===== src/rtl/swms_pkg.sv =====
// Package: shared constants, types and helpers for the sliding-window statistics block.
`timescale 1ns / 1ps
package swms_pkg;

	localparam int WINDOW_MAX = 1024;
	localparam int DIM_MAX    = 64;

	localparam int SLOT_W     = $clog2(WINDOW_MAX);
	localparam int DIM_W      = $clog2(DIM_MAX);
	localparam int CNT_W      = $clog2(WINDOW_MAX + 1);
	localparam int NDIM_W     = $clog2(DIM_MAX + 1);
	localparam int HIST_DEPTH = WINDOW_MAX * DIM_MAX;
	localparam int HIST_AW    = $clog2(HIST_DEPTH);

	localparam int WIN_CFG_W  = 11;
	localparam int DIM_CFG_W  = 7;
	localparam int IDX_W      = 6;
	localparam int VAL_W      = 16;
	localparam int VSQ_W      = 2 * VAL_W;
	localparam int SUM_W      = 26;
	localparam int SQ_W       = 42;
	localparam int SQ_OUT_W   = 41;
	localparam int FRM_W      = 11;

	localparam int PADDR_W    = 4;
	localparam int PDATA_W    = 32;
	localparam int REG_IDX_W  = PADDR_W - 2;

	localparam int FIFO_DEPTH = 2;
	localparam int FIFO_PW    = $clog2(FIFO_DEPTH);
	localparam int FIFO_CW    = $clog2(FIFO_DEPTH + 1);

	localparam logic [WIN_CFG_W-1:0] WINDOW_RST = WIN_CFG_W'(600);
	localparam logic [DIM_CFG_W-1:0] DIM_RST    = DIM_CFG_W'(13);

	typedef enum logic [REG_IDX_W-1:0] {
		REG_WINDOW_FRAMES  = REG_IDX_W'(0),
		REG_FEATURE_DIM    = REG_IDX_W'(1),
		REG_TRACK_VARIANCE = REG_IDX_W'(2)
	} reg_idx_t;

	typedef struct packed {
		logic [WIN_CFG_W-1:0] window_frames;
		logic [DIM_CFG_W-1:0] feature_dim;
		logic                 track_variance;
	} swms_cfg_t;

	typedef struct packed {
		logic [DIM_W-1:0]   dim;
		logic [HIST_AW-1:0] hist_addr;
		logic [VAL_W-1:0]   val;
		logic [VSQ_W-1:0]   val_sq;
		logic               full;
		logic [CNT_W-1:0]   count;
		logic               eof;
	} swms_entry_t;

	function automatic logic [CNT_W-1:0] clamp_window(input logic [WIN_CFG_W-1:0] v);
		logic [CNT_W-1:0] r;
		if (v == '0) begin
			r = CNT_W'(1);
		end else if (int'(v) > WINDOW_MAX) begin
			r = CNT_W'(WINDOW_MAX);
		end else begin
			r = CNT_W'(v);
		end
		return r;
	endfunction

	function automatic logic [NDIM_W-1:0] clamp_dim(input logic [DIM_CFG_W-1:0] v);
		logic [NDIM_W-1:0] r;
		if (v == '0) begin
			r = NDIM_W'(1);
		end else if (int'(v) > DIM_MAX) begin
			r = NDIM_W'(DIM_MAX);
		end else begin
			r = NDIM_W'(v);
		end
		return r;
	endfunction

endpackage


===== src/rtl/swms_cfg.sv =====
// Configuration registers behind the APB-style port.
`timescale 1ns / 1ps
module swms_cfg (
	input  logic                         clk,
	input  logic                         arst_n,
	input  logic                         psel,
	input  logic                         penable,
	input  logic                         pwrite,
	input  logic [swms_pkg::PADDR_W-1:0] paddr,
	input  logic [swms_pkg::PDATA_W-1:0] pwdata,
	output logic [swms_pkg::PDATA_W-1:0] prdata,
	output logic                         pready,
	output swms_pkg::swms_cfg_t          cfg
);
	import swms_pkg::*;

	swms_cfg_t cfg_q;
	reg_idx_t  reg_idx;
	logic      wr_en;

	assign reg_idx = reg_idx_t'(paddr[PADDR_W-1:2]);
	assign wr_en   = psel && penable && pwrite;
	assign pready  = 1'b1;
	assign cfg     = cfg_q;

	always_ff @(posedge clk or negedge arst_n) begin
		if (!arst_n) begin
			cfg_q.window_frames  <= WINDOW_RST;
			cfg_q.feature_dim    <= DIM_RST;
			cfg_q.track_variance <= 1'b0;
		end else if (wr_en) begin
			unique case (reg_idx)
				REG_WINDOW_FRAMES:  cfg_q.window_frames  <= pwdata[WIN_CFG_W-1:0];
				REG_FEATURE_DIM:    cfg_q.feature_dim    <= pwdata[DIM_CFG_W-1:0];
				REG_TRACK_VARIANCE: cfg_q.track_variance <= pwdata[0];
				default: ;
			endcase
		end
	end

	always_comb begin
		unique case (reg_idx)
			REG_WINDOW_FRAMES:  prdata = PDATA_W'(cfg_q.window_frames);
			REG_FEATURE_DIM:    prdata = PDATA_W'(cfg_q.feature_dim);
			REG_TRACK_VARIANCE: prdata = PDATA_W'(cfg_q.track_variance);
			default:            prdata = '0;
		endcase
	end
endmodule


===== config.mk =====
export PLATFORM = sky130hd
export DESIGN_NAME = swms_cfg
export DESIGN_NICKNAME = d
export VERILOG_FILES = /design/src/rtl/swms_pkg.sv /design/src/rtl/swms_cfg.sv
export SDC_FILE = /design/constraint.sdc
export NUM_CORES = 1
export LEC_CHECK = 0
export BUFFER_PORTS_ARGS = -buffer_cell sky130_fd_sc_hd__buf_2
export CAP_MARGIN = 5
export CORE_MARGIN = 3
export CORE_UTILIZATION = 41
export CTS_CLUSTER_SIZE = 12
export DETAILED_ROUTE_END_ITERATION = 8
export PLACE_DENSITY = 0.94
export SYNTH_ARGS = -nofsm -noshare
export SYNTH_HDL_FRONTEND = slang
export SYNTH_SLANG_ARGS = --single-unit

===== constraint.sdc =====
create_clock -name clk -period 2.68 [get_ports clk]
set_clock_uncertainty 0.1 [all_clocks]
set_input_delay 0.536 -clock clk [delete_from_list [all_inputs] [get_ports clk]]
set_output_delay 0.536 -clock clk [all_outputs]
set_load 0.005 [all_outputs]

==> results.ini <==
[job]
cap_viol_max_count = 0

[placement]
place_hpwl_um = 1700
dp_cells = 161
io_buffers = 47
placed_area_um2 = 1270
pre_cts_ws_ns = 0.591
routabilityCongestion = 0.683

[floorplanning]
core_area_um2 = 2520
die_x_um = 57.9
die_y_um = 57.9
start_util_pct = 43.8
die_area_um2 = 3350
io_pins = 93
num_rows = 18

[yosys]
synth_seq_cells = 19
synthTopCellsByCount = buf_4 (22), dfrtp_1 (12), mux2_4 (10)
synthCells = 89
synth_top_area_share_pct = 27.2
postSynthAreaPerCell_um2 = 12.4
synth_ff_type = dfrtp_1
synth_area_um2 = 1100
synth_edf_count = 0
yosysTopAreaCell = dfrtp_1
ys_types = 17
synthTopCellsByArea = dfrtp_1 (27%), dfstp_2 (17%), buf_4 (15%)
yosysSeqAreaShare_pct = 43.8
yosysWarnings = 0
ys_async_sr_fraction_pct = 100
synth.most_common_cell = buf_4

[pwr]
clkPwrFrac_pct = 17.4
internal_power_mw = 0.580
p_seq_share_pct = 51.9
switching_power_mw = 0.239
switching_share_pct = 29.2
pwr-share-comb_pct = 30.6
p_leak_nw = 0.723
power_density_nw_per_um2 = 633
ir_worst_vdd_v = 0.000428

[cells_and_area]
multiInputGateArea_um2 = 509
largest_register_ff_count = 19
final_nets = 177
final_core_util_pct = 51.3
area_growth_pct = 17.1
regArea_um2 = 484
nFillCells = 249
drive_above_1_share_pct = 59.3
antenna_cells = 0
final_cell_area_um2 = 1290
fin_cells = 165

[worst_setup_path]
path_max_fanout = 12
cp-start-kind = primary input
crit_required_ns = 2.04
cp-end-kind = primary output
critPathArrivalTime_ns = 1.27
crit_type = primary input to primary output

[global_route]
grt_max_degree = 20
grt_usage_pct = 13.2
grt_pass1_vias = 745
antenna_found_initial = 0
grt_pass1_wl_um = 3320
grt-ovfl-total = 0

[cts]
clockRootBuffer = clkbuf_4
cts_buffers = 3
cts_tree = done
postCtsSetupRepairBufs = 0
clockBufferDepth = 2
ctsResizeCount = 0
clkTransAtPathRegs_ns = 0.11
ctsHtreeMaxLevel = 1
clock_sinks = 19
insertion_delay_ns = 0.29
cts_hold_buffers = 0

[run_status]
outcome = finished clean

[sta]
fin_tns_setup_ns = 0
hold_violations = 0
post-route-period-util_pct = 71.1
slew_headroom_pct = 56.1
worst_pin_slew_ns = 0.655
timing.final.ws_setup_ns = 0.774
setup_viol = 0
max_freq_ghz = 0.525
period_minus_slack_ns = 1.91
maxSlewViolCount = 0
rsz0062_at_grt = no

[worst_hold_path]
hp-class = primary input to async pin

[drt]
routed_wl_um = 2170
wl_met3_um = 209
wl_per_cell_um = 13.1
drtIter0Drc = 6
drc_errors = 0
antenna_left = 0
viasPerCell = 4.54
dr.pass1.iters = 3
wl_met2_um = 1070
top_layer_used = met4
via_count = 749
drt-met1-wl_um = 861

==> area by class of cell <==
cell class | count | area share, %
multi-input combinational | 65 | 39.4
sequential | 19 | 37.4
timing repair buffer | 47 | 18.2
tap | 30 | 2.90
clock buffer | 3 | 1.74
clock inverter | 1 | 0.387
==> cell usage in the layout, fill, tap and decap left out <==
cell type and instances:
clkinv_2 1, nor3b_2 1, mux2i_1 7, dfstp_2 7
nand3b_1 1, mux2_4 10, or3_4 1, nor2_1 7
dfrtp_1 12, nand3_2 1, o21ai_0 1, mux2_2 9
and2_1 4, buf_2 47, conb_1 22, clkbuf_4 3
nor3b_1 1
==> logic make-up (layout without fill, tap and decap cells) <==
group / count (synthesis) / in the layout / synth area share (%)
multiplexers: 26 / 26 / 29.1
AO/OA/AOI/OAI: 1 / 1 / 0.453
other: 2 / 22 / 0.680
flip-flops: 19 / 19 / 43.8
AND/OR/NAND/NOR: 16 / 16 / 9.06
buffers and inverters: 25 / 51 / 16.9
==> worst max-delay path, cell delays in order <==
cell and delay [ns]:
buf_2 0.27, mux2i_1 0.22, o21ai_0 0.09, buf_2 0.14
==> final timing paths <==
path | from | endpoint | slack, ns | cells after the start
max in group asynchronous | arst_n | cfg[11]$_DFFE_PN1P_ | 2.09 | 1
hold reg to reg | cfg[2]$_DFFE_PN0P_ | cfg[2]$_DFFE_PN0P_ | 0.44 | 1
setup / recovery | paddr[2] | prdata[0] | 0.77 | 4
hold / removal | arst_n | cfg[5]$_DFFE_PN0P_ | 0.05 | 1
min in group clk | pwdata[9] | cfg[17]$_DFFE_PN1P_ | 0.36 | 2
setup reg to reg | cfg[7]$_DFFE_PN0P_ | cfg[7]$_DFFE_PN0P_ | 1.78 | 1
==> per-stage QoR <==
stage,hold slack (ns),power (mW)
after floorplan,0.140,0.577
after global placement,0.384,0.667
after detailed placement,0.389,0.684
after CTS,0.0481,0.831
after global routing,0.0540,0.873
final,0.0486,0.819
==> power groups by stage <==
stage               registers, mW  logic, mW  clock network (mW)
floorplan                   0.427      0.150                   0
finish                      0.426      0.251               0.143
CTS                         0.425      0.255               0.151
detailed placement          0.428      0.255                   0
global route                0.436      0.278               0.160
global placement            0.420      0.247                   0
==> routing by layer <==
layer	up-vias	GRT usage, %
li1	343	-
met1	354	15.8
met2	48	22.9
met3	4	2.45
met4	0	5.96
met5	-	0
Power figures use the tool's default switching activity.
