### src/rtl/swms_pkg.sv
// Package: shared constants, types and helpers for the sliding-window statistics block.
`timescale 1ns / 1ps
package swms_pkg;

	localparam int WINDOW_MAX = 1024;
	localparam int DIM_MAX    = 64;

	localparam int SLOT_W     = $clog2(WINDOW_MAX);
	localparam int DIM_W      = $clog2(DIM_MAX);
	localparam int CNT_W      = $clog2(WINDOW_MAX + 1);
	localparam int NDIM_W     = $clog2(DIM_MAX + 1);
	localparam int HIST_DEPTH = WINDOW_MAX * DIM_MAX;
	localparam int HIST_AW    = $clog2(HIST_DEPTH);

	localparam int WIN_CFG_W  = 11;
	localparam int DIM_CFG_W  = 7;
	localparam int IDX_W      = 6;
	localparam int VAL_W      = 16;
	localparam int VSQ_W      = 2 * VAL_W;
	localparam int SUM_W      = 26;
	localparam int SQ_W       = 42;
	localparam int SQ_OUT_W   = 41;
	localparam int FRM_W      = 11;

	localparam int PADDR_W    = 4;
	localparam int PDATA_W    = 32;
	localparam int REG_IDX_W  = PADDR_W - 2;

	localparam int FIFO_DEPTH = 2;
	localparam int FIFO_PW    = $clog2(FIFO_DEPTH);
	localparam int FIFO_CW    = $clog2(FIFO_DEPTH + 1);

	localparam logic [WIN_CFG_W-1:0] WINDOW_RST = WIN_CFG_W'(600);
	localparam logic [DIM_CFG_W-1:0] DIM_RST    = DIM_CFG_W'(13);

	typedef enum logic [REG_IDX_W-1:0] {
		REG_WINDOW_FRAMES  = REG_IDX_W'(0),
		REG_FEATURE_DIM    = REG_IDX_W'(1),
		REG_TRACK_VARIANCE = REG_IDX_W'(2)
	} reg_idx_t;

	typedef struct packed {
		logic [WIN_CFG_W-1:0] window_frames;
		logic [DIM_CFG_W-1:0] feature_dim;
		logic                 track_variance;
	} swms_cfg_t;

	typedef struct packed {
		logic [DIM_W-1:0]   dim;
		logic [HIST_AW-1:0] hist_addr;
		logic [VAL_W-1:0]   val;
		logic [VSQ_W-1:0]   val_sq;
		logic               full;
		logic [CNT_W-1:0]   count;
		logic               eof;
	} swms_entry_t;

	function automatic logic [CNT_W-1:0] clamp_window(input logic [WIN_CFG_W-1:0] v);
		logic [CNT_W-1:0] r;
		if (v == '0) begin
			r = CNT_W'(1);
		end else if (int'(v) > WINDOW_MAX) begin
			r = CNT_W'(WINDOW_MAX);
		end else begin
			r = CNT_W'(v);
		end
		return r;
	endfunction

	function automatic logic [NDIM_W-1:0] clamp_dim(input logic [DIM_CFG_W-1:0] v);
		logic [NDIM_W-1:0] r;
		if (v == '0) begin
			r = NDIM_W'(1);
		end else if (int'(v) > DIM_MAX) begin
			r = NDIM_W'(DIM_MAX);
		end else begin
			r = NDIM_W'(v);
		end
		return r;
	endfunction

endpackage

### src/rtl/swms_fifo.sv
// Short queue between front end and back end.
`timescale 1ns / 1ps
module swms_fifo (
	input  logic                  clk,
	input  logic                  arst_n,
	input  logic                  push_valid,
	output logic                  push_ready,
	input  swms_pkg::swms_entry_t push_data,
	output logic                  pop_valid,
	input  logic                  pop_ready,
	output swms_pkg::swms_entry_t pop_data
);
	import swms_pkg::*;

	swms_entry_t         slot_q [FIFO_DEPTH];
	logic [FIFO_PW-1:0]  wr_ptr_q;
	logic [FIFO_PW-1:0]  rd_ptr_q;
	logic [FIFO_CW-1:0]  fill_q;
	logic                push;
	logic                pop;

	assign push_ready = fill_q != FIFO_CW'(FIFO_DEPTH);
	assign pop_valid  = fill_q != '0;
	assign pop_data   = slot_q[rd_ptr_q];
	assign push       = push_valid && push_ready;
	assign pop        = pop_valid && pop_ready;

	always_ff @(posedge clk) begin
		if (push) begin
			slot_q[wr_ptr_q] <= push_data;
		end
	end

	always_ff @(posedge clk or negedge arst_n) begin
		if (!arst_n) begin
			wr_ptr_q <= '0;
			rd_ptr_q <= '0;
			fill_q   <= '0;
		end else begin
			if (push) begin
				wr_ptr_q <= (int'(wr_ptr_q) == FIFO_DEPTH - 1) ? '0 : wr_ptr_q + FIFO_PW'(1);
			end
			if (pop) begin
				rd_ptr_q <= (int'(rd_ptr_q) == FIFO_DEPTH - 1) ? '0 : rd_ptr_q + FIFO_PW'(1);
			end
			if (push && !pop) begin
				fill_q <= fill_q + FIFO_CW'(1);
			end else if (pop && !push) begin
				fill_q <= fill_q - FIFO_CW'(1);
			end
		end
	end
endmodule

### config.mk
export PLATFORM = sky130hd
export DESIGN_NAME = swms_fifo
export DESIGN_NICKNAME = d
export VERILOG_FILES = /design/src/rtl/swms_pkg.sv /design/src/rtl/swms_fifo.sv
export SDC_FILE = /design/constraint.sdc
export NUM_CORES = 1
export LEC_CHECK = 0
export ABC_AREA = 1
export BUFFER_PORTS_ARGS = -buffer_cell sky130_fd_sc_hd__buf_2
export CELL_PAD_IN_SITES_DETAIL_PLACEMENT = 2
export CELL_PAD_IN_SITES_GLOBAL_PLACEMENT = 2
export CORE_MARGIN = 4
export CORE_UTILIZATION = 34
export DETAILED_ROUTE_END_ITERATION = 10
export HOLD_SLACK_MARGIN = 0.1
export PLACE_DENSITY_LB_ADDON = 0.1
export SLEW_MARGIN = 30
export SYNTH_ARGS = -nofsm -noshare
export SYNTH_HDL_FRONTEND = slang
export SYNTH_SLANG_ARGS = --single-unit
### constraint.sdc
create_clock -name clk -period 5.2 [get_ports clk]
set_clock_uncertainty 0.15 [all_clocks]
set_input_delay 0.78 -clock clk [delete_from_list [all_inputs] [get_ports clk]]
set_output_delay 0.78 -clock clk [all_outputs]
set_load 0.01 [all_outputs]
==> results of run 1 <==
[stage by stage]
stage	area (um^2)	cells	setup WS (ps)
floorplan	6240	462	174
global placement	7350	848	2260
detailed placement	7380	849	2260
CTS	8000	882	1760
global route	8000	882	1660
finish	8000	882	1870
[Yosys cell counts, drive strengths merged]
master  instances  area (um^2)
nand4           1         6.26
xnor2           1         8.76
xor2            1         8.76
inv             7         26.3
nor2            2         7.51
buf            16         95.1
dfrtp           4          100
nand2         259          972
ha              1         12.5
nand3           2         10.0
clkbuf          2         7.51
edfxtp        166         4980
[critical path, stage by stage, from the launching register on]
cell and delay [ps]:
dfrtp_4 490, inv_2 440, buf_4 580, nand2_1 110
nand2_1 150, buf_2 150
[worst max-delay path by stage]
stage | start | slack (ps) | end | depth (start not counted)
after CTS | rd_ptr_q | 1760 | pop_data[17] | 5
after detailed placement | rd_ptr_q | 2260 | pop_data[20] | 5
after global routing | rd_ptr_q | 1660 | pop_data[20] | 5
after global placement | rd_ptr_q | 2260 | pop_data[20] | 5
after floorplan | push_valid | 170 | slot_q[0][0] | 2
final | rd_ptr_q | 1870 | pop_data[47] | 5
[state kept, by name, summed over array words and instances, names as in the netlist]
name and cells:
fill_q 2, rd_ptr_q 1, slot_q 166, wr_ptr_q 1
[final cells by class]
class                      count  area share [%]
timing repair buffer         177            11.9
multi-input combinational    267            13.0
tap                          229            3.58
inverter                       7           0.328
sequential                   170            63.6
clock inverter                12            2.16
clock buffer                  20            5.46
[cells by family (layout without fill, tap and decap cells)]
kind of cell               after synthesis  in the layout
and+or+nand+nor                        264            264
DFF                                    170            170
xor gates and xnor gates                 2              2
adders and majority gates                1              1
buffers and inverters                   25            216
[layer usage]
layer	wire length (um)	up-vias	track usage, %
li1	-	1908	-
met4	180	6	5.20
met2	8340	105	27.3
met1	6470	2050	19.1
met5	32	-	0
met3	750	18	3.96
[report_power, final]
group	total, W	leakage, nW	internal, W	switching (W)
Sequential	0.00196	1.59	0.00188	0.0000846
Combinational	0.00148	1.55	0.000469	0.00101
Clock	0.00130	0.297	0.000803	0.000500
[repair_timing]
action	in CTS	in global routing
endpoints found under the hold margin	4	0
setup endpoints to repair	0	0
resized for setup	0	0
hold buffers	1	0
==> run metrics, run 1 <==
outcome=completed; I/O pin count=~170; Post-Synthesis Cells=around 460; fin crit period=about 3300 ps; Hold Slack=around 360 ps; Final period util=64.1%; endpoint class of the critical path=output pin; Synth Area in Simple Gates=between 15 and 20%; core area=approximately 18,000 um^2; fill count=~1.8k; Syn Area/Cell=roughly 14 um^2; Setup TNS=0 ps; antenna fix cells=0; Slew Limit Fails=0; detailed placement HPWL=between 10,000 and 15,000 um; Final setup viols=0; vias in the first global route=roughly 4.4k; adder-cell share of the synthesized area=0.201%; Worst-Skew Late Latency=between 400 and 500 ps; power per cell area=593 nW/um^2; CP required=4270 ps; largest net degree at the start of global routing=85; HP Class=flop to flop; crit path DAT=between 2000 and 2500 ps; R2R setup slack=2800 ps; CTS Buf Count=17; Reg2Reg Launch Point=fill_q[0]; reg-to-reg endpoint=slot_q[0][72]; CP Class=flop to output pin; Seq/Total Area, Yosys=between 80% and 90%; vias=between 4k and 5k; CTS H-tree depth=4; die width=143 um; row count=between 40 and 50; Worst Path Max Fanout=51; initial antenna violation count=3; maximum vdd drop=roughly 0.27 mV; final core occ=between 40 and 50%; Hold Path Stages=2; CTS tree=yes; vias per std cell=4.63; Routed WL=15,800 um; Synth Area in Compound Gates=0%; HP Start=fill_q[1]; mux cell area share after synthesis=0%; Total Power=0.00475 W; RSZ-0062 raised after global routing=false; Antenna Violating Nets Remaining=0; Yosys warning total=0; Total Routing Usage GR=15.7%; Layout Nets=roughly 730; commonest cells after routing, fill and taps aside=259 x nand2_1, 171 x buf_2, 166 x edfxtp_1, 17 x clkbuf_16, 6 x inv_1; Worst Reg-to-Reg Cells=5; P_leak=between 3 and 4 nW; Hold Fails Final Rpt=0; first-pass GRT wire length=about 24,000 um; Relative slew margins=44.7%; Yosys cell types=14; max_cap viols=0; Worst-Margin Slew=827 ps; GRT overflow=0; number of setup buffers added after CTS=0; largest family of logic cells by synthesized area=simple AND/OR/NAND/NOR gates; Longest Clk Path Bufs=2; max frequency=~300 MHz; Clk pin slew, worst setup/hold paths=60 ps; WL/cell=between 15 and 20 um; Initial DRT Pass Iterations=4; CTS Sinks=170; FF/Latch Area=just over 5000 um^2; Root Driver=clkbuf_16; Startpoint Class=flop; ratio of cells with drive above 1 in the final layout=31.7%; initial drt markers=170; xor/xnor cell area share of the yosys netlist=less than 1%; Min-Delay Endpoint=fill_q[1]; synthesized flop and latch total=170; die height=roughly 140 um; PortBufs=around 170; Netlist Area Pre-Place=between 6000 and 7000 um^2; die area=20,600 um^2; drc violations=0; Syn Nets=550; most common cell after layout, fill and taps aside=nand2_1; area taken by multi-input logic gates=1040 um^2; area delta synth->final=28.3%; Starting Density=roughly 35%; routability cong.=between 0.6 and 0.7
Note: power is estimated with default switching activity, not from simulation.
==> inputs of run 2 (changes only) <==
- ABC_AREA: 1 -> 0
- CORE_UTILIZATION: 34 -> 35
- clock period: 5.2 -> 2.9 ns (I/O delays scaled with it)
==> run metrics, run 2 <==
CTS Sinks=170 (unchanged); Routed WL=14,800 um (-6.2%); R2R setup slack=970 ps (-1830 ps); ranking of synthesized cells by area=edfxtp_1 78%, mux2_4 14%, mux2_2 4.0%; Total Power=0.00859 W (+81%); crit path DAT=1970 ps (-430 ps); prevailing post-synth register cell=edfxtp_1; Seq/Total Area, Yosys=79.1% (-2.4 points); slowest cell delay on critical path=690 ps (+110 ps); Final period util=88.0%; Syn Area/Cell=23.3 um^2 (+72%); initial drt markers=111 (-35%); row count=49 (unchanged); Startpoint Class=flop; crit path buf inv count=2 (-1); Worst Reg-to-Reg Cells=3 (-2); share of flip-flops with an asynchronous set or reset=2.35% (unchanged); outcome=completed; PortBufs=171 (unchanged); area delta synth->final=40.5%; Post-Synthesis Cells=276 (-40%); Yosys warning total=0 (unchanged); max_cap viols=0 (unchanged); most frequent cell after synthesis=edfxtp_1; max frequency=392 MHz; Initial DRT Pass Iterations=4 (unchanged); GRT busiest layer=met2; synth cell count leaders=166 x edfxtp_1, 60 x mux2_4, 23 x mux2_2; Syn Nets=364 (-34%); Post-CTS Resized=0 (unchanged); detailed placement HPWL=9440 um (-9.1%); Layout Nets=637 (-13%); CTS H-tree depth=4 (unchanged); Starting Density=35.7% (+1.0 points); Setup TNS=0 ps (unchanged); Post-synth EDFFs=166 (unchanged); maximum vdd drop=0.470 mV (+77%); Root Driver=clkbuf_16; Biggest register=slot_q; leading area contributor after synthesis=edfxtp_1; routability cong.=0.667 (-3.1%); Hold Path Stages=3 (+1); Relative slew margins=66.9% (+22 points); CP required=2320 ps (-1950 ps); RSZ-0062 raised after global routing=false; Hold Fails Final Rpt=0 (unchanged); Worst-Margin Slew=497 ps (-330 ps); I/O pin count=172 (unchanged); GRT overflow=0 (unchanged); CTS tree=yes; antenna fix cells=0 (unchanged); met3 GRT Util=3.33% (-0.63 points); power per cell area=951 nW/um^2 (+60%); P_leak=3.58 nW (+4.2%); ratio of cells with drive above 1 in the final layout=52.4% (+21 points); placed cell areas=7610 um^2 (+3.1%); WL/cell=18.7 um (+4.7%); max reg flops=166 (unchanged); commonest cells after routing, fill and taps aside=171 x buf_2, 166 x edfxtp_1, 84 x dlygate4sd3_1, 60 x mux2_4, 23 x mux2_2; CP Cell Sequence=buf_4 > mux2_2 > buf_2; HP Start=pop_ready; vias in the first global route=3,996 (-9.8%); Final setup viols=0 (unchanged); Worst Path Max Fanout=24 (-53%); initial antenna violation count=0 (-3); most common cell after layout, fill and taps aside=buf_2; vias per std cell=4.48 (-3.3%); slowest CP cell=dfrtp_4; die height=144 um (about the same); die area=20,600 um^2 (about the same); Yosys cell types=15 (+1); Antenna Violating Nets Remaining=0 (unchanged); Slew Limit Fails=0 (unchanged); first-pass GRT wire length=22,300 um (-7.6%); Netlist Area Pre-Place=6430 um^2 (+3.0%); Longest Clk Path Bufs=2 (unchanged); synthesized flop and latch total=170 (unchanged); Worst-Skew Late Latency=410 ps (about the same); core area=18,000 um^2 (unchanged); drc violations=0 (unchanged); grt met2 use=26.4% (-0.94 points); fin crit period=2550 ps; Regs by FF count=slot_q (166), fill_q (2); largest net degree at the start of global routing=59 (-31%); vias=3,541 (-13%); CP Class=flop to output pin; HP Class=input pin to flop; Total Routing Usage GR=14.5% (-1.1 points); share of the synthesized area in the top cell type=77.6% (-2.3 points); endpoint class of the critical path=output pin; Hold Slack=173 ps (-190 ps); CTS Buf Count=17 (unchanged); CP top delay family=flip-flops; Reg2Reg Launch Point=fill_q[0]; Final Instance Area=9030 um^2 (+13%); die width=144 um (about the same); Clk pin slew, worst setup/hold paths=60 ps (about the same); reg-to-reg endpoint=slot_q[1][28]; met1 Use GR=16.8% (-2.3 points); Min-Delay Endpoint=rd_ptr_q
==> run 2: worst max path at each step <==
stage          slack, ps      endpoint  cells past startpoint      start
6_report             350  pop_data[75]                      3   rd_ptr_q
2_1_floorplan        370  slot_q[0][0]                      3  fill_q[0]
3_5_place_dp         750  pop_data[75]                      3   rd_ptr_q
3_3_place_gp         800  pop_data[75]                      3   rd_ptr_q
5_1_grt              250  pop_data[75]                      3   rd_ptr_q
4_1_cts              290  pop_data[75]                      3   rd_ptr_q
==> run 2: kinds of logic after synthesis <==
logic type    after synthesis  synth area share [%]
fa+ha+maj                   1                 0.195
mux                        83                  18.0
flops                     170                  79.1
simple gates                7                 0.526
buf+inv                    10                  1.44
xor+xnor                    5                 0.681
==> run 2: timing repair <==
item | 4_1_cts | 5_1_grt
buffers inserted | 0 | 0
hold buffers | 84 | 0
hold endpoints to repair | 170 | 0
==> run 2: metrics by stage <==
step / instances / utilization [%] / setup slack (ps)
after floorplan: 276 / - / 373
after global placement: 675 / 42.2 / 795
after detailed placement: 675 / 42.2 / 747
after CTS: 790 / 50.1 / 285
after global routing: 790 / 50.1 / 246
final: 790 / 50.1 / 347
==> run 2: tightest hold or removal path, cell delays in order <==
cell     delay (ps)
buf_2           100
nand2_1         100
xnor2_1          70
==> run 2: power breakdown <==
group	internal (W)	switching (W)	total [W]
sequential	0.00336	0.000235	0.00360
clock	0.00134	0.000898	0.00224
combinational	0.00141	0.00134	0.00275
total	0.00611	0.00248	0.00859
==> run 2: final cells by class <==
type | instances | area (um^2)
fill | 1654 | 8990
sequential | 170 | 5090
timing repair buffer | 263 | 1810
multi-input combinational | 96 | 1260
clock buffer | 18 | 429
tap | 229 | 287
clock inverter | 13 | 154
inverter | 1 | 3.75
==> run 2: per-layer routing <==
metal | share of wire, % | wire, um | vias to the layer above
met5 | 0 | 0 | -
met1 | 40 | 5870 | 1788
li1 | - | - | 1640
met4 | 1.4 | 206 | 0
met3 | 4.4 | 645 | 13
met2 | 55 | 8070 | 100
==> inputs of run 3 (changes only) <==
- REMOVE_ABC_BUFFERS: default -> 1
==> run metrics, run 3 (same netlist as run 2, synthesis figures left out) <==
CP Class=flop to output pin; antenna fix cells=0 (unchanged); routability cong.=0.690 (+3.4%); Slew Limit Fails=0 (unchanged); R2R setup slack=950 ps (-20 ps); max_cap viols=0 (unchanged); Worst Path Max Fanout=40 (+67%); Starting Density=35.7% (unchanged); Hold Fails Final Rpt=0 (unchanged); fin crit period=2560 ps (+6.23 ps); Root Driver=clkbuf_16; Reg2Reg Launch Point=fill_q[0]; CP required=2320 ps (about the same); vias per std cell=4.45 (-0.79%); maximum vdd drop=0.467 mV (-0.77%); power per cell area=956 nW/um^2 (+0.51%); RSZ-0062 raised after global routing=false; CTS Buf Count=17 (unchanged); pre-CTS setup slack=780 ps (+33.1 ps); GRT overflow=0 (unchanged); Worst-Margin Slew=581 ps (+84.3 ps); max reg flops=166 (unchanged); Min-Delay Endpoint=rd_ptr_q; initial drt markers=197 (+77%); CTS H-tree depth=4 (unchanged); CTS hold repair buffers=84 (unchanged); Initial DRT Pass Iterations=4 (unchanged); core area=18,000 um^2 (unchanged); die width=144 um (unchanged); Worst-Skew Late Latency=410 ps (about the same); Hold Path Stages=3 (unchanged); fill count=1,646 (-0.48%); largest net degree at the start of global routing=67 (+14%); die area=20,600 um^2 (unchanged); Hold Slack=167 ps (-6.03 ps); Final period util=88.2% (+0.21 points); crit path DAT=1970 ps (about the same); max frequency=391 MHz (-0.24%); Total Routing Usage GR=14.8% (+0.23 points); Relative slew margins=61.3% (-5.6 points); Longest Clk Path Bufs=2 (unchanged); Post-CTS Resized=0 (unchanged); ratio of cells with drive above 1 in the final layout=52.1% (-0.35 points); fin worst setup slack=341 ps (-6.23 ps); Biggest register=slot_q; outcome=completed; Layout Nets=635 (-0.31%); PortBufs=171 (unchanged); endpoint class of the critical path=output pin; area delta synth->final=40.5% (about the same); Worst Reg-to-Reg Cells=3 (unchanged); die height=144 um (unchanged); commonest cells after routing, fill and taps aside=171 x buf_2, 166 x edfxtp_1, 84 x dlygate4sd3_1, 60 x mux2_4, 23 x mux2_2; Clk pin slew, worst setup/hold paths=60 ps (about the same); number of setup buffers added after CTS=0 (unchanged); Routed WL=15,000 um (+1.7%); Final setup viols=0 (unchanged); Regs by FF count=slot_q (166), fill_q (2); CTS tree=yes; reg-to-reg endpoint=slot_q[1][22]; Startpoint Class=flop; HP Start=pop_ready; vias=3,504 (-1.0%); row count=49 (unchanged); Antenna Violating Nets Remaining=0 (unchanged); CTS Sinks=170 (unchanged); I/O pin count=172 (unchanged); most common cell after layout, fill and taps aside=buf_2; vias in the first global route=4,023 (+0.68%); WL/cell=19.1 um (+2.0%); P_leak=3.57 nW (-0.24%); first-pass GRT wire length=22,500 um (+1.3%); drc violations=0 (unchanged); HP Class=input pin to flop; initial antenna violation count=0 (unchanged); Setup TNS=0 ps (unchanged); detailed placement HPWL=9400 um (-0.41%)
## run 3: cell count changes in the layout (fill, tap and decap cells not counted)
cell      before  now
clkbuf_1       1    2
clkinv_2       3    2
inv_6          0    2
buf_12         4    5
buf_4          4    1
clkinv_4       3    1
## run 3: area by class of cell
| class | instances | area, um^2 | share of cell area (%) |
|---|---|---|---|
| flip-flops and latches | 170 | 5090 | 56.4 |
| repair buffers | 261 | 1800 | 20.0 |
| multi-input cells | 96 | 1260 | 14.0 |
| clock buffers | 19 | 433 | 4.80 |
| well taps | 229 | 287 | 3.17 |
| clock inverters | 12 | 149 | 1.65 |
| inverters | 1 | 3.75 | 0.0416 |
## run 3: worst max-delay path by stage
stage / startpoint / endpoint / slack (ps) / cells after the start
2_1_floorplan: fill_q[0] / slot_q[0][0] / -1940 / 3
3_3_place_gp: rd_ptr_q / pop_data[53] / 800 / 3
3_5_place_dp: rd_ptr_q / pop_data[53] / 780 / 3
4_1_cts: rd_ptr_q / pop_data[53] / 300 / 3
5_1_grt: rd_ptr_q / pop_data[78] / 260 / 3
6_report: rd_ptr_q / pop_data[78] / 340 / 3
## run 3: report_power, final
part	internal [W]	switching [W]
Sequential	0.00336	0.000227
Clock	0.00135	0.000924
Combinational	0.00141	0.00136
## run 3: per-stage QoR
stage	total power [W]	utilization, %	instances	area, um^2
6_report	0.00863	50.1	788	9030
5_1_grt	0.00907	50.1	788	9030
4_1_cts	0.00878	50.1	788	9030
3_5_place_dp	0.00639	42.2	673	7600
3_3_place_gp	0.00629	42.2	673	7600
2_1_floorplan	0.00544	-	267	6340
## run 3: worst max-delay path: stages, from the launching register on
cell	delay [ps]
dfrtp_4	650
buf_12	340
mux2_2	380
buf_2	140
## run 3: layer usage
metal / share of wire (%) / track usage (%) / routed length (um) / vias up
li1: - / - / - / 1632
met1: 39 / 16.7 / 5890 / 1752
met2: 55 / 27.2 / 8250 / 107
met3: 4.7 / 3.43 / 714 / 13
met4: 1.3 / 5.20 / 189 / 0
met5: 0 / 0 / 0 / -
