===== config.mk =====
export PLATFORM = sky130hd
export DESIGN_NAME = swms_front_flat
export DESIGN_NICKNAME = d
export VERILOG_FILES = /design/src/rtl/swms_pkg.sv /design/src/rtl/swms_if.sv /design/src/rtl/swms_front.sv /design/src/flat_wrapper.sv
export SDC_FILE = /design/constraint.sdc
export NUM_CORES = 1
export LEC_CHECK = 0
export BUFFER_PORTS_ARGS = -buffer_cell sky130_fd_sc_hd__buf_4
export CORE_MARGIN = 4
export CORE_UTILIZATION = 37
export DETAILED_ROUTE_END_ITERATION = 10
export GPL_TIMING_DRIVEN = 0
export PLACE_DENSITY_LB_ADDON = 0.15
export SYNTH_ARGS = -nofsm -noshare
export SYNTH_HDL_FRONTEND = slang
export SYNTH_SLANG_ARGS = --single-unit

===== constraint.sdc =====
create_clock -name clk -period 10.1 [get_ports clk]
set_input_delay 1.01 -clock clk [delete_from_list [all_inputs] [get_ports clk]]
set_output_delay 1.01 -clock clk [all_outputs]
set_load 0.01 [all_outputs]

===== src/rtl/swms_pkg.sv =====
// Package: shared constants, types and helpers for the sliding-window statistics block.
`timescale 1ns / 1ps
package swms_pkg;

	localparam int WINDOW_MAX = 1024;
	localparam int DIM_MAX    = 64;

	localparam int SLOT_W     = $clog2(WINDOW_MAX);
	localparam int DIM_W      = $clog2(DIM_MAX);
	localparam int CNT_W      = $clog2(WINDOW_MAX + 1);
	localparam int NDIM_W     = $clog2(DIM_MAX + 1);
	localparam int HIST_DEPTH = WINDOW_MAX * DIM_MAX;
	localparam int HIST_AW    = $clog2(HIST_DEPTH);

	localparam int WIN_CFG_W  = 11;
	localparam int DIM_CFG_W  = 7;
	localparam int IDX_W      = 6;
	localparam int VAL_W      = 16;
	localparam int VSQ_W      = 2 * VAL_W;
	localparam int SUM_W      = 26;
	localparam int SQ_W       = 42;
	localparam int SQ_OUT_W   = 41;
	localparam int FRM_W      = 11;

	localparam int PADDR_W    = 4;
	localparam int PDATA_W    = 32;
	localparam int REG_IDX_W  = PADDR_W - 2;

	localparam int FIFO_DEPTH = 2;
	localparam int FIFO_PW    = $clog2(FIFO_DEPTH);
	localparam int FIFO_CW    = $clog2(FIFO_DEPTH + 1);

	localparam logic [WIN_CFG_W-1:0] WINDOW_RST = WIN_CFG_W'(600);
	localparam logic [DIM_CFG_W-1:0] DIM_RST    = DIM_CFG_W'(13);

	typedef enum logic [REG_IDX_W-1:0] {
		REG_WINDOW_FRAMES  = REG_IDX_W'(0),
		REG_FEATURE_DIM    = REG_IDX_W'(1),
		REG_TRACK_VARIANCE = REG_IDX_W'(2)
	} reg_idx_t;

	typedef struct packed {
		logic [WIN_CFG_W-1:0] window_frames;
		logic [DIM_CFG_W-1:0] feature_dim;
		logic                 track_variance;
	} swms_cfg_t;

	typedef struct packed {
		logic [DIM_W-1:0]   dim;
		logic [HIST_AW-1:0] hist_addr;
		logic [VAL_W-1:0]   val;
		logic [VSQ_W-1:0]   val_sq;
		logic               full;
		logic [CNT_W-1:0]   count;
		logic               eof;
	} swms_entry_t;

	function automatic logic [CNT_W-1:0] clamp_window(input logic [WIN_CFG_W-1:0] v);
		logic [CNT_W-1:0] r;
		if (v == '0) begin
			r = CNT_W'(1);
		end else if (int'(v) > WINDOW_MAX) begin
			r = CNT_W'(WINDOW_MAX);
		end else begin
			r = CNT_W'(v);
		end
		return r;
	endfunction

	function automatic logic [NDIM_W-1:0] clamp_dim(input logic [DIM_CFG_W-1:0] v);
		logic [NDIM_W-1:0] r;
		if (v == '0) begin
			r = NDIM_W'(1);
		end else if (int'(v) > DIM_MAX) begin
			r = NDIM_W'(DIM_MAX);
		end else begin
			r = NDIM_W'(v);
		end
		return r;
	endfunction

endpackage


===== src/rtl/swms_if.sv =====
// Interfaces: input and output word channels with valid/ready handshake.
`timescale 1ns / 1ps
interface swms_in_if;
	logic                               valid;
	logic                               ready;
	logic signed [swms_pkg::VAL_W-1:0]  feature_value;

	modport source (output valid, output feature_value, input ready);
	modport sink   (input valid, input feature_value, output ready);
endinterface



===== src/rtl/swms_front.sv =====
// Front end: accept words, track dimension, slot and frame count, classify into queue entries.
`timescale 1ns / 1ps
module swms_front (
	input  logic                  clk,
	input  logic                  arst_n,
	input  swms_pkg::swms_cfg_t   cfg,
	swms_in_if.sink               in_ch,
	output logic                  push_valid,
	input  logic                  push_ready,
	output swms_pkg::swms_entry_t push_data
);
	import swms_pkg::*;

	logic [DIM_W-1:0]    dim_q;
	logic [SLOT_W-1:0]   slot_q;
	logic [CNT_W-1:0]    seen_q;

	logic [CNT_W-1:0]    win;
	logic [NDIM_W-1:0]   ndim;
	logic [CNT_W:0]      seen_inc;
	logic [CNT_W-1:0]    count;
	logic [SLOT_W:0]     slot_inc;
	logic                slot_wrap;
	logic                eof;
	logic                accept;
	logic signed [VSQ_W-1:0] val_sq;

	assign win      = clamp_window(cfg.window_frames);
	assign ndim     = clamp_dim(cfg.feature_dim);
	assign seen_inc = (CNT_W + 1)'(seen_q) + (CNT_W + 1)'(1);
	assign count    = (seen_inc > (CNT_W + 1)'(win)) ? win : seen_inc[CNT_W-1:0];
	assign slot_inc = (SLOT_W + 1)'(slot_q) + (SLOT_W + 1)'(1);
	assign slot_wrap = int'(slot_inc) >= int'(win);
	assign eof      = (int'(dim_q) + 1) >= int'(ndim);
	assign val_sq   = in_ch.feature_value * in_ch.feature_value;

	assign push_valid  = in_ch.valid;
	assign in_ch.ready = push_ready;
	assign accept      = in_ch.valid && push_ready;

	always_comb begin
		push_data.dim       = dim_q;
		push_data.hist_addr = HIST_AW'(slot_q) * HIST_AW'(DIM_MAX) + HIST_AW'(dim_q);
		push_data.val       = in_ch.feature_value;
		push_data.val_sq    = val_sq;
		push_data.full      = seen_q >= win;
		push_data.count     = count;
		push_data.eof       = eof;
	end

	always_ff @(posedge clk or negedge arst_n) begin
		if (!arst_n) begin
			dim_q  <= '0;
			slot_q <= '0;
			seen_q <= '0;
		end else if (accept) begin
			if (eof) begin
				dim_q  <= '0;
				slot_q <= slot_wrap ? '0 : slot_inc[SLOT_W-1:0];
				seen_q <= count;
			end else begin
				dim_q  <= dim_q + DIM_W'(1);
			end
		end
	end
endmodule


===== src/flat_wrapper.sv =====
// flat-port wrapper written by rule: the top's interface ports become plain ports
module swms_front_flat import swms_pkg::*;
  (clk, arst_n, cfg, push_valid, push_ready, push_data, in_ch_valid, in_ch_feature_value, in_ch_ready);
  swms_in_if in_ch_i ();
  input  logic clk;
  input  logic arst_n;
  input  swms_pkg::swms_cfg_t cfg;
  output logic push_valid;
  input  logic push_ready;
  output swms_pkg::swms_entry_t push_data;
  input wire logic [$bits(in_ch_i.valid)-1:0] in_ch_valid;
  input wire logic [$bits(in_ch_i.feature_value)-1:0] in_ch_feature_value;
  output wire logic [$bits(in_ch_i.ready)-1:0] in_ch_ready;
  assign in_ch_i.valid = in_ch_valid;
  assign in_ch_i.feature_value = in_ch_feature_value;
  assign in_ch_ready = in_ch_i.ready;
  swms_front u_core (.clk(clk), .arst_n(arst_n), .cfg(cfg), .in_ch(in_ch_i), .push_valid(push_valid), .push_ready(push_ready), .push_data(push_data));
endmodule

==> results.cfg, run 1 <==
[routing]
antenna_left = 0
post_drt_wl_per_cell_um = 15.8
vias = 9116
drc = 0
drtIter0Drc = 397
first_pass_iters = 5
drt-total-wl_mm = 29.5
routed_via_density = 4.88

[hold_path]
hold_path_class = register to register

[clock_tree]
clk_pin_slew_ns = 0.07
cts_hold_repair.buffers = 0
cts_tree = done
cts_resized = 0
cts_made_buffers = 3
clk_latency_ns = 0.27
cts_sinks = 27
post_cts_buffers = 0
clock_tree.root_cell = clkbuf_16
cts_buffer_depth = 2
cts_max_level = 1

[placement]
placed_cells = 1865
place_area_mm2 = 0.0133
place_congestion = 0.875
io_buffers = 120
dp_hpwl_mm = 26.0

[sta]
finalSetupTns_ns = 0
clock_skew_ns = 0.00486
relSlewSlack_pct = 49.5
rsz0062_at_grt = false
max_freq_mhz = 106
setup_viol = 0
slew_viol_final = 0
fin_crit_sh_pct = 93.6
hold_viol_final = 0
min_period_ns = 9.45
worst_pin_slew_ns = 0.757

[setup_path]
critPathBufInv = 8
crit_top_cell = fa_1
required_ns = 9.09
critPathLaunch = in_ch_feature_value[15]
path_cells = buf_4, clkbuf_1, buf_1, nand2_1, fa_1, inv_1, fa_1, fa_1, fa_1, fa_1, inv_1, fa_1, inv_1, ha_1, buf_6, a21oi_2, nor2b_1, o21a_1, a311oi_2, or4b_4, a311o_1, a21oi_2, xnor2_1, buf_4
critical_path_class = input pin to output port
rrSetupSlack_ns = 6.20
critical_path_depth = 24
critical_path.reg2reg.startpoint = u_core.seen_q[0]$_DFFE_PN0P_
cp-start-kind = input pin
cp.arrival_ns = 8.44
critPathSlowestCell = fa_1
cpPeakStageDelay_ns = 0.74
cp-endpoint = push_data[44]
end_kind = output port
worstPathMaxFanout = 10
critical-path-top-delay-family = adder cells
r2r_end = u_core.seen_q[5]$_DFFE_PN0P_
rr_worst_depth = 15

[global_routing]
grt_pass1_wl_mm = 49.1
track_usage_pct = 17.1
grtUsageMet1_pct = 23.2
grt_busiest_layer = met2
grt_start_max_net_pins = 28
use_met2_pct = 30.3
antenna_found_initial = 0
gr-total-overflow = 0
grtUsageMet3_pct = 2.46
first_global_vias = 9538

[yosys]
yosysUniqueCellTypes = 63
synth_nets = 1750
seq_area_frac_synth_pct = 5.67
synthArstFlopShare_pct = 100
netlist_instances = 1343
synth_edf_count = 0
yosysWarnings = 0
synthFlopType = dfrtp_1
syn_avg_cell_area_um2 = 8.87
ys_seq_elements = 27
syn_area_mm2 = 0.0119

[final_layout]
num_antenna_cells = 0
drive_above_1_share_pct = 12.4
nets = 1875
area_growth_pct = 12.5
final_area_mm2 = 0.0134
layout.cells.non_filler = 1869

[flow_run]
maxCapViolCount = 0

[floorplanning]
dieWidth_um = 187
num_rows = 65
initial_core_util_pct = 37.7
core_area_mm2 = 0.0316
die-area_mm2 = 0.0351
die_y_um = 187
ios = 124

[outcome]
status = completed
## registers in the layout, summed over array words and instances (netlist names)
| signal | cells |
|---|---|
| u_core.seen_q | 11 |
| u_core.slot_q | 10 |
| u_core.dim_q | 6 |
## stage by stage
stage          utilization, %  worst slack (ns)  hold slack, ns
6_report                 42.4             0.651           0.551
5_1_grt                  42.4             0.282           0.599
4_1_cts                  42.4             0.610           0.562
3_5_place_dp             42.1             0.648           0.545
3_3_place_gp             42.1             0.793           0.537
2_1_floorplan               -              1.91           0.541
## how the worst min path moves through the flow
stage | startpoint | cells past startpoint | slack (ns) | end
2_1_floorplan | u_core.seen_q[10]$_DFFE_PN0P_ | 1 | 0.54 | u_core.seen_q[10]$_DFFE_PN0P_
3_5_place_dp | u_core.slot_q[4]$_DFFE_PN0P_ | 2 | 0.55 | u_core.slot_q[4]$_DFFE_PN0P_
3_3_place_gp | u_core.slot_q[9]$_DFFE_PN0P_ | 2 | 0.54 | u_core.slot_q[9]$_DFFE_PN0P_
5_1_grt | u_core.slot_q[8]$_DFFE_PN0P_ | 2 | 0.60 | u_core.slot_q[8]$_DFFE_PN0P_
4_1_cts | u_core.slot_q[4]$_DFFE_PN0P_ | 2 | 0.56 | u_core.slot_q[4]$_DFFE_PN0P_
6_report | u_core.slot_q[4]$_DFFE_PN0P_ | 2 | 0.55 | u_core.slot_q[4]$_DFFE_PN0P_
## worst register-to-register path: stages, from the launching register on
cell and delay [ns]:
dfrtp_1 0.51, ha_1 0.32, and3_1 0.19, clkbuf_1 0.22
nand3_1 0.13, xnor2_1 0.21, ha_1 0.28, nand3_1 0.09
or3_1 0.12, o211ai_1 0.11, a2111oi_1 0.54, or3_1 0.18
clkbuf_1 0.22, buf_2 0.29, a21oi_2 0.11, mux2_2 0.27
## Yosys cell counts (6+ instances only)
cell | number | area, um2
inv_1 | 346 | 1300
fa_1 | 236 | 4720
ha_1 | 132 | 1650
nand2_1 | 120 | 450
nor2_1 | 54 | 203
xnor2_1 | 49 | 429
and2_1 | 43 | 269
a21oi_1 | 35 | 175
clkbuf_1 | 32 | 120
nand3_1 | 31 | 155
o21ai_0 | 28 | 140
buf_4 | 27 | 203
dfrtp_1 | 27 | 676
a21o_1 | 18 | 135
xor2_1 | 15 | 131
and3_1 | 14 | 87.6
o21bai_1 | 10 | 75.1
mux2_2 | 9 | 101
nor3_1 | 8 | 40.0
a211oi_1 | 7 | 52.6
nand4_1 | 7 | 43.8
nor2b_1 | 7 | 43.8
o21a_1 | 7 | 52.6
a31o_2 | 6 | 52.6
## final cells by class
cell class | count | area [um2]
multi-input combinational | 905 | 9580
clock buffer | 3 | 75.1
fill | 3254 | 18200
sequential | 27 | 676
buffer | 65 | 357
timing repair buffer | 120 | 901
inverter | 346 | 1300
tap | 402 | 503
clock inverter | 1 | 7.51
## routing by layer
layer / share of wire, % / wire length (um)
met1: 44 / 13000
met2: 51 / 15000
met3: 4.5 / 1320
met4: 0.68 / 202
met5: 0 / 0
## placed cells by master (no fill, tap or decap), types with 3 or more instances in the layout
master and n:
dfrtp_1 27, o21ai_0 28, clkbuf_1 32, o21bai_1 10
mux2_2 9, xor2_1 15, or3_1 4, nor4_1 3
a211o_1 3, o21a_1 7, clkbuf_16 3, buf_2 3
a211oi_1 7, o21ai_1 4, inv_1 346, and2_1 43
o211ai_1 5, a21boi_0 3, a31o_2 6, a21o_1 18
ha_1 132, nor2_1 54, a22o_1 3, xnor2_1 49
nor2b_1 7, and3_1 14, a21oi_1 35, nand2b_1 5
a21oi_2 4, buf_4 147, nor3_1 8, nand4_1 7
fa_1 236, nand2_1 120, nand3_1 31
## kinds of logic (layout without fill, tap and decap cells)
family,after synthesis,in the layout,synth area share (%)
AOI/OAI and AO/OA,156,156,9.01
xor gates and xnor gates,64,64,4.71
buffers and inverters,411,535,13.9
other,1,1,0.0315
and+or+nand+nor,305,305,12.1
DFF,27,27,5.67
muxes,11,11,1.02
adders and majority gates,368,368,53.5
Power of run 1 is not shown: default switching activity piles up to over one toggle a cycle in this logic, so the estimate is an artifact.
==> run 2: changes to the inputs <==
ABC_AREA = 1   (was unset)
==> run 2 against run 1 <==
Wire length increased by 12%; design area rose by 4.8%; register-to-register slack improved by 1.1 ns; sequential share of layout area decreased by 0.23 points; worst setup slack gained 0.53 ns; critical path depth shrank 3; first-iteration DRC count rose by 29%; worst hold slack gained 0.026 ns; core utilization down 0.46 points; highest routed layer unchanged.
==> results.cfg, run 2 <==
[outcome]
status = completed

[final_layout]
mostFrequentLayoutCells = 462 x inv_1, 305 x nand2_1, 236 x fa_1
regMostFlops = u_core.seen_q
nets = 2144
top_regs = u_core.seen_q (11), u_core.slot_q (10), u_core.dim_q (6)
largest_reg_flops = 11
nFillCells = 3565
area_growth_pct = 11.9
drive_above_1_share_pct = 9.79
final_common_cell = inv_1
num_antenna_cells = 0

[setup_path]
worstPathMaxFanout = 10
cp.arrival_ns = 7.91
end_kind = output port
cp-start-kind = input pin
critical_path_class = input pin to output port
required_ns = 9.09

[yosys]
synthXorXnorAreaFrac_pct = 3.97
synthFlopType = dfrtp_1
ys_seq_elements = 27
syn_area_mm2 = 0.0126
synth.most_common_cell = inv_1
synth-adder-area-share_pct = 50.8
synth_nets = 2026
seq_area_frac_synth_pct = 5.38
yosysTopAreaCell = fa_1
synth_edf_count = 0
synthMuxAreaShare_pct = 0
yosysWarnings = 0
synth_common_cells = 462 x inv_1, 305 x nand2_1, 236 x fa_1
synthArstFlopShare_pct = 100
syn_avg_cell_area_um2 = 7.75
yosysUniqueCellTypes = 40
synth_top_family_by_area = adder cells
synth_simple_gate_area_share_pct = 17.5
synth_compound_area_share_pct = 5.53
synth_area_leaders = fa_1 38%, inv_1 14%, ha_1 13%
synth_top_cell_area_share_pct = 37.6
netlist_instances = 1619

[sta]
min_period_ns = 8.92
relSlewSlack_pct = 36.5
slew_viol_final = 0
hold_viol_final = 0
finalSetupTns_ns = 0
worst_pin_slew_ns = 0.953
setup_viol = 0
clock_skew_ns = 0.00649
max_freq_mhz = 112
rsz0062_at_grt = false
fin_crit_sh_pct = 88.3
final.setup.worst_slack_ns = 1.18

[placement]
pre_cts_slack_ns = 1.17
io_buffers = 113
place_congestion = 0.915
dp_hpwl_mm = 29.4

[routing]
post_drt_wl_per_cell_um = 15.2
antenna_left = 0
drt-total-wl_mm = 33.1
vias = 10200
first_pass_iters = 5
routed_via_density = 4.65
drc = 0
drtIter0Drc = 512

[clock_tree]
cts_made_buffers = 3
cts_tree = done
post_cts_buffers = 0
cts_buffer_depth = 2
cts_resized = 0
cts_max_level = 1
cts_hold_repair.buffers = 0
cts_sinks = 27
clk_pin_slew_ns = 0.08
clk_latency_ns = 0.28
clock_tree.root_cell = clkbuf_16

[floorplanning]
core_area_mm2 = 0.0335
dieWidth_um = 192
ios = 124
initial_core_util_pct = 37.4
num_rows = 67
die-area_mm2 = 0.0369
die_y_um = 192

[global_routing]
grt_pass1_wl_mm = 55.0
grt_start_max_net_pins = 28
track_usage_pct = 18.7
first_global_vias = 10700
gr-total-overflow = 0
antenna_found_initial = 0

[hold_path]
hold_path_class = register to register

[flow_run]
maxCapViolCount = 0
==> run 2: cells by family (layout without fill, tap and decap cells) <==
logic type               after synthesis  after routing
other                                  1              1
AND/OR/NAND/NOR                      513            513
flip-flops                            27             27
adder cells (fa/ha/maj)              368            368
XOR/XNOR                              56             56
buffers and inverters                531            648
AO/OA/AOI/OAI                        123            123
==> run 2: metal layers <==
metal	vias up	global-route usage, %	share of wire, %
met5	-	0	0
met2	200	30.6	47
met3	28	1.82	4.3
met4	0	2.69	1.3
li1	4992	-	-
met1	4939	27.6	48
==> run 2: worst max-delay path: stages <==
cell and delay [ns]:
buf_4 0.10, clkbuf_1 0.55, clkbuf_1 0.78, nand2_1 0.17
fa_1 0.58, inv_1 0.08, fa_1 0.48, fa_1 0.52
fa_1 0.54, fa_1 0.55, inv_1 0.05, fa_1 0.55
inv_1 0.05, ha_1 0.34, a21oi_1 0.33, a21boi_0 0.36
o21bai_1 0.14, a21oi_1 0.13, nand2_1 0.09, xor2_1 0.29
buf_4 0.19
==> run 2: per-stage QoR <==
| step | cells | cell area, um2 | util (%) | hold slack (ns) |
|---|---|---|---|---|
| floorplan | 1619 | 12600 | - | 0.498 |
| global placement | 2180 | 14000 | 41.6 | 0.550 |
| detailed placement | 2180 | 14000 | 41.6 | 0.545 |
| CTS | 2184 | 14000 | 41.9 | 0.571 |
| global route | 2184 | 14000 | 41.9 | 0.581 |
| finish | 2184 | 14000 | 41.9 | 0.576 |
==> run 2: layout make-up <==
cell class              instances  area (um2)  area share, %
flip-flops and latches         27         676           4.81
inverters                     463        1740           12.4
clock buffers                   3        75.1          0.534
clock inverters                 1        8.76         0.0623
repair buffers                113         848           6.04
multi-input cells            1061        9770           69.5
well taps                     448         561           3.99
plain buffers                  68         373           2.65
==> run 2: path summary, 6_finish.rpt <==
kind,cells after the start,slack (ns),to,start
worst max-delay path,21,1.18,push_data[34],in_ch_feature_value[6]
worst min-delay path,2,0.58,u_core.seen_q[5]$_DFFE_PN0P_,u_core.seen_q[5]$_DFFE_PN0P_
worst max register to register,13,7.27,u_core.slot_q[6]$_DFFE_PN0P_,u_core.slot_q[0]$_DFFE_PN0P_
worst min register to register,2,0.58,u_core.seen_q[5]$_DFFE_PN0P_,u_core.seen_q[5]$_DFFE_PN0P_
max in group asynchronous,1,9.16,u_core.seen_q[0]$_DFFE_PN0P_,arst_n
min in group asynchronous,1,0.65,u_core.seen_q[10]$_DFFE_PN0P_,arst_n
Power of run 2 is left out for the same reason.
==> run 3: changes to the inputs <==
GPL_TIMING_DRIVEN = 1   (was 0)
==> run 3 against run 2 <==
Sequential share of layout area grew 0.11 points; worst setup slack gained 1.1 ns; worst hold slack lost 0.0017 ns; flip-flop and latch count is the same; first-iteration DRC count shrank 26%; core utilization shrank 0.93 points; design area shrank 2.2%; critical path type unchanged; critical endpoint unchanged.
==> results.cfg, run 3 (same netlist as run 2, synthesis figures left out) <==
[outcome]
status = completed

[setup_path]
crit_top_cell = fa_1
rrSetupSlack_ns = 6.64
required_ns = 9.09
path_cells = buf_4, inv_1, nand2_1, fa_1, inv_1, fa_1, fa_1, fa_1, fa_1, inv_1, fa_1, inv_1, ha_1, a21oi_1, a21boi_0, o21bai_1, a21oi_1, nand2_1, xor2_1, buf_4
cp.arrival_ns = 6.82
cp-start-kind = input pin
worstPathMaxFanout = 19
critical_path_class = input pin to output port
critPathSlowestCell = fa_1
critPathBufInv = 6
critical-path-top-delay-family = adder cells
end_kind = output port
cpPeakStageDelay_ns = 0.55

[sta]
finalSetupTns_ns = 0
min_period_ns = 7.83
max_freq_mhz = 128
hold_viol_final = 0
setup_viol = 0
slew_viol_final = 0
worst_pin_slew_ns = 0.932
relSlewSlack_pct = 37.8
fin_crit_sh_pct = 77.5
rsz0062_at_grt = false
hold_ws_ns = 0.575
clock_skew_ns = 0.00541

[floorplanning]
ios = 124
num_rows = 67
core_area_mm2 = 0.0335
die_y_um = 192
dieWidth_um = 192
die-area_mm2 = 0.0369
initial_core_util_pct = 37.4

[placement]
place_congestion = 0.888
dp_hpwl_mm = 26.7
placed_cells = 2120
io_buffers = 121

[global_routing]
antenna_found_initial = 0
track_usage_pct = 17.1
grt_pass1_wl_mm = 51.1
gr-total-overflow = 0
first_global_vias = 10200
grt_start_max_net_pins = 32

[final_layout]
mostFrequentLayoutCells = 462 x inv_1, 305 x nand2_1, 236 x fa_1
nets = 2084
top_regs = u_core.seen_q (11), u_core.slot_q (10), u_core.dim_q (6)
nFillCells = 3541
area_growth_pct = 9.40
layout.cells.non_filler = 2124
drive_above_1_share_pct = 8.65
num_antenna_cells = 0
largest_reg_flops = 11
regMostFlops = u_core.seen_q
final_common_cell = inv_1

[clock_tree]
post_cts_buffers = 0
cts_buffer_depth = 2
clk_latency_ns = 0.28
cts_hold_repair.buffers = 0
clock_tree.root_cell = clkbuf_16
cts_sinks = 27
cts_resized = 0
clk_pin_slew_ns = 0.08
cts_tree = done
cts_made_buffers = 3
cts_max_level = 1

[routing]
drt-total-wl_mm = 30.2
vias = 9898
drc = 0
drtIter0Drc = 381
first_pass_iters = 5
routed_via_density = 4.66
antenna_left = 0
post_drt_wl_per_cell_um = 14.2

[flow_run]
maxCapViolCount = 0

[hold_path]
hold_path_class = register to register
[run 3: layout make-up]
class	instances	area [um2]	share of cell area, %
timing repair buffer	121	908	6.61
multi-input combinational	1061	9770	71.1
sequential	27	676	4.92
inverter	463	1740	12.7
clock inverter	1	8.76	0.0638
tap	448	561	4.08
clock buffer	3	75.1	0.547
[run 3: through the flow]
step | util (%) | cell area, um2 | setup slack (ns)
finish | 41.0 | 13700 | 2.27
global route | 41.0 | 13700 | 1.97
CTS | 41.0 | 13700 | 2.25
detailed placement | 40.7 | 13700 | 2.27
global placement | 40.7 | 13700 | 2.28
floorplan | - | 12600 | 2.86
[run 3: tightest hold or removal path, delay by kind of cell, from the launching register on]
| family | cells | cell delay [ns] |
|---|---|---|
| DFF | 1 | 0.42 |
| and+or+nand+nor | 2 | 0.13 |
[run 3: metal layers]
layer,track usage [%],vias to the layer above,share of wire (%)
li1,-,4873,-
met1,24.5,4820,47
met5,0,-,0
met2,28.8,183,47
met3,2.07,22,4.6
met4,1.78,0,1.0
[run 3: path summary, 6_finish.rpt]
check,cells past startpoint,from,to
hold reg to reg,2,u_core.seen_q[1]$_DFFE_PN0P_,u_core.seen_q[1]$_DFFE_PN0P_
setup reg to reg,12,u_core.dim_q[0]$_DFFE_PN0P_,u_core.slot_q[4]$_DFFE_PN0P_
hold / removal,2,u_core.seen_q[1]$_DFFE_PN0P_,u_core.seen_q[1]$_DFFE_PN0P_
setup / recovery,20,in_ch_feature_value[1],push_data[34]
min in group asynchronous,1,arst_n,u_core.slot_q[6]$_DFFE_PN0P_
max in group asynchronous,1,arst_n,u_core.seen_q[10]$_DFFE_PN0P_
Power of run 3 is left out for the same reason.
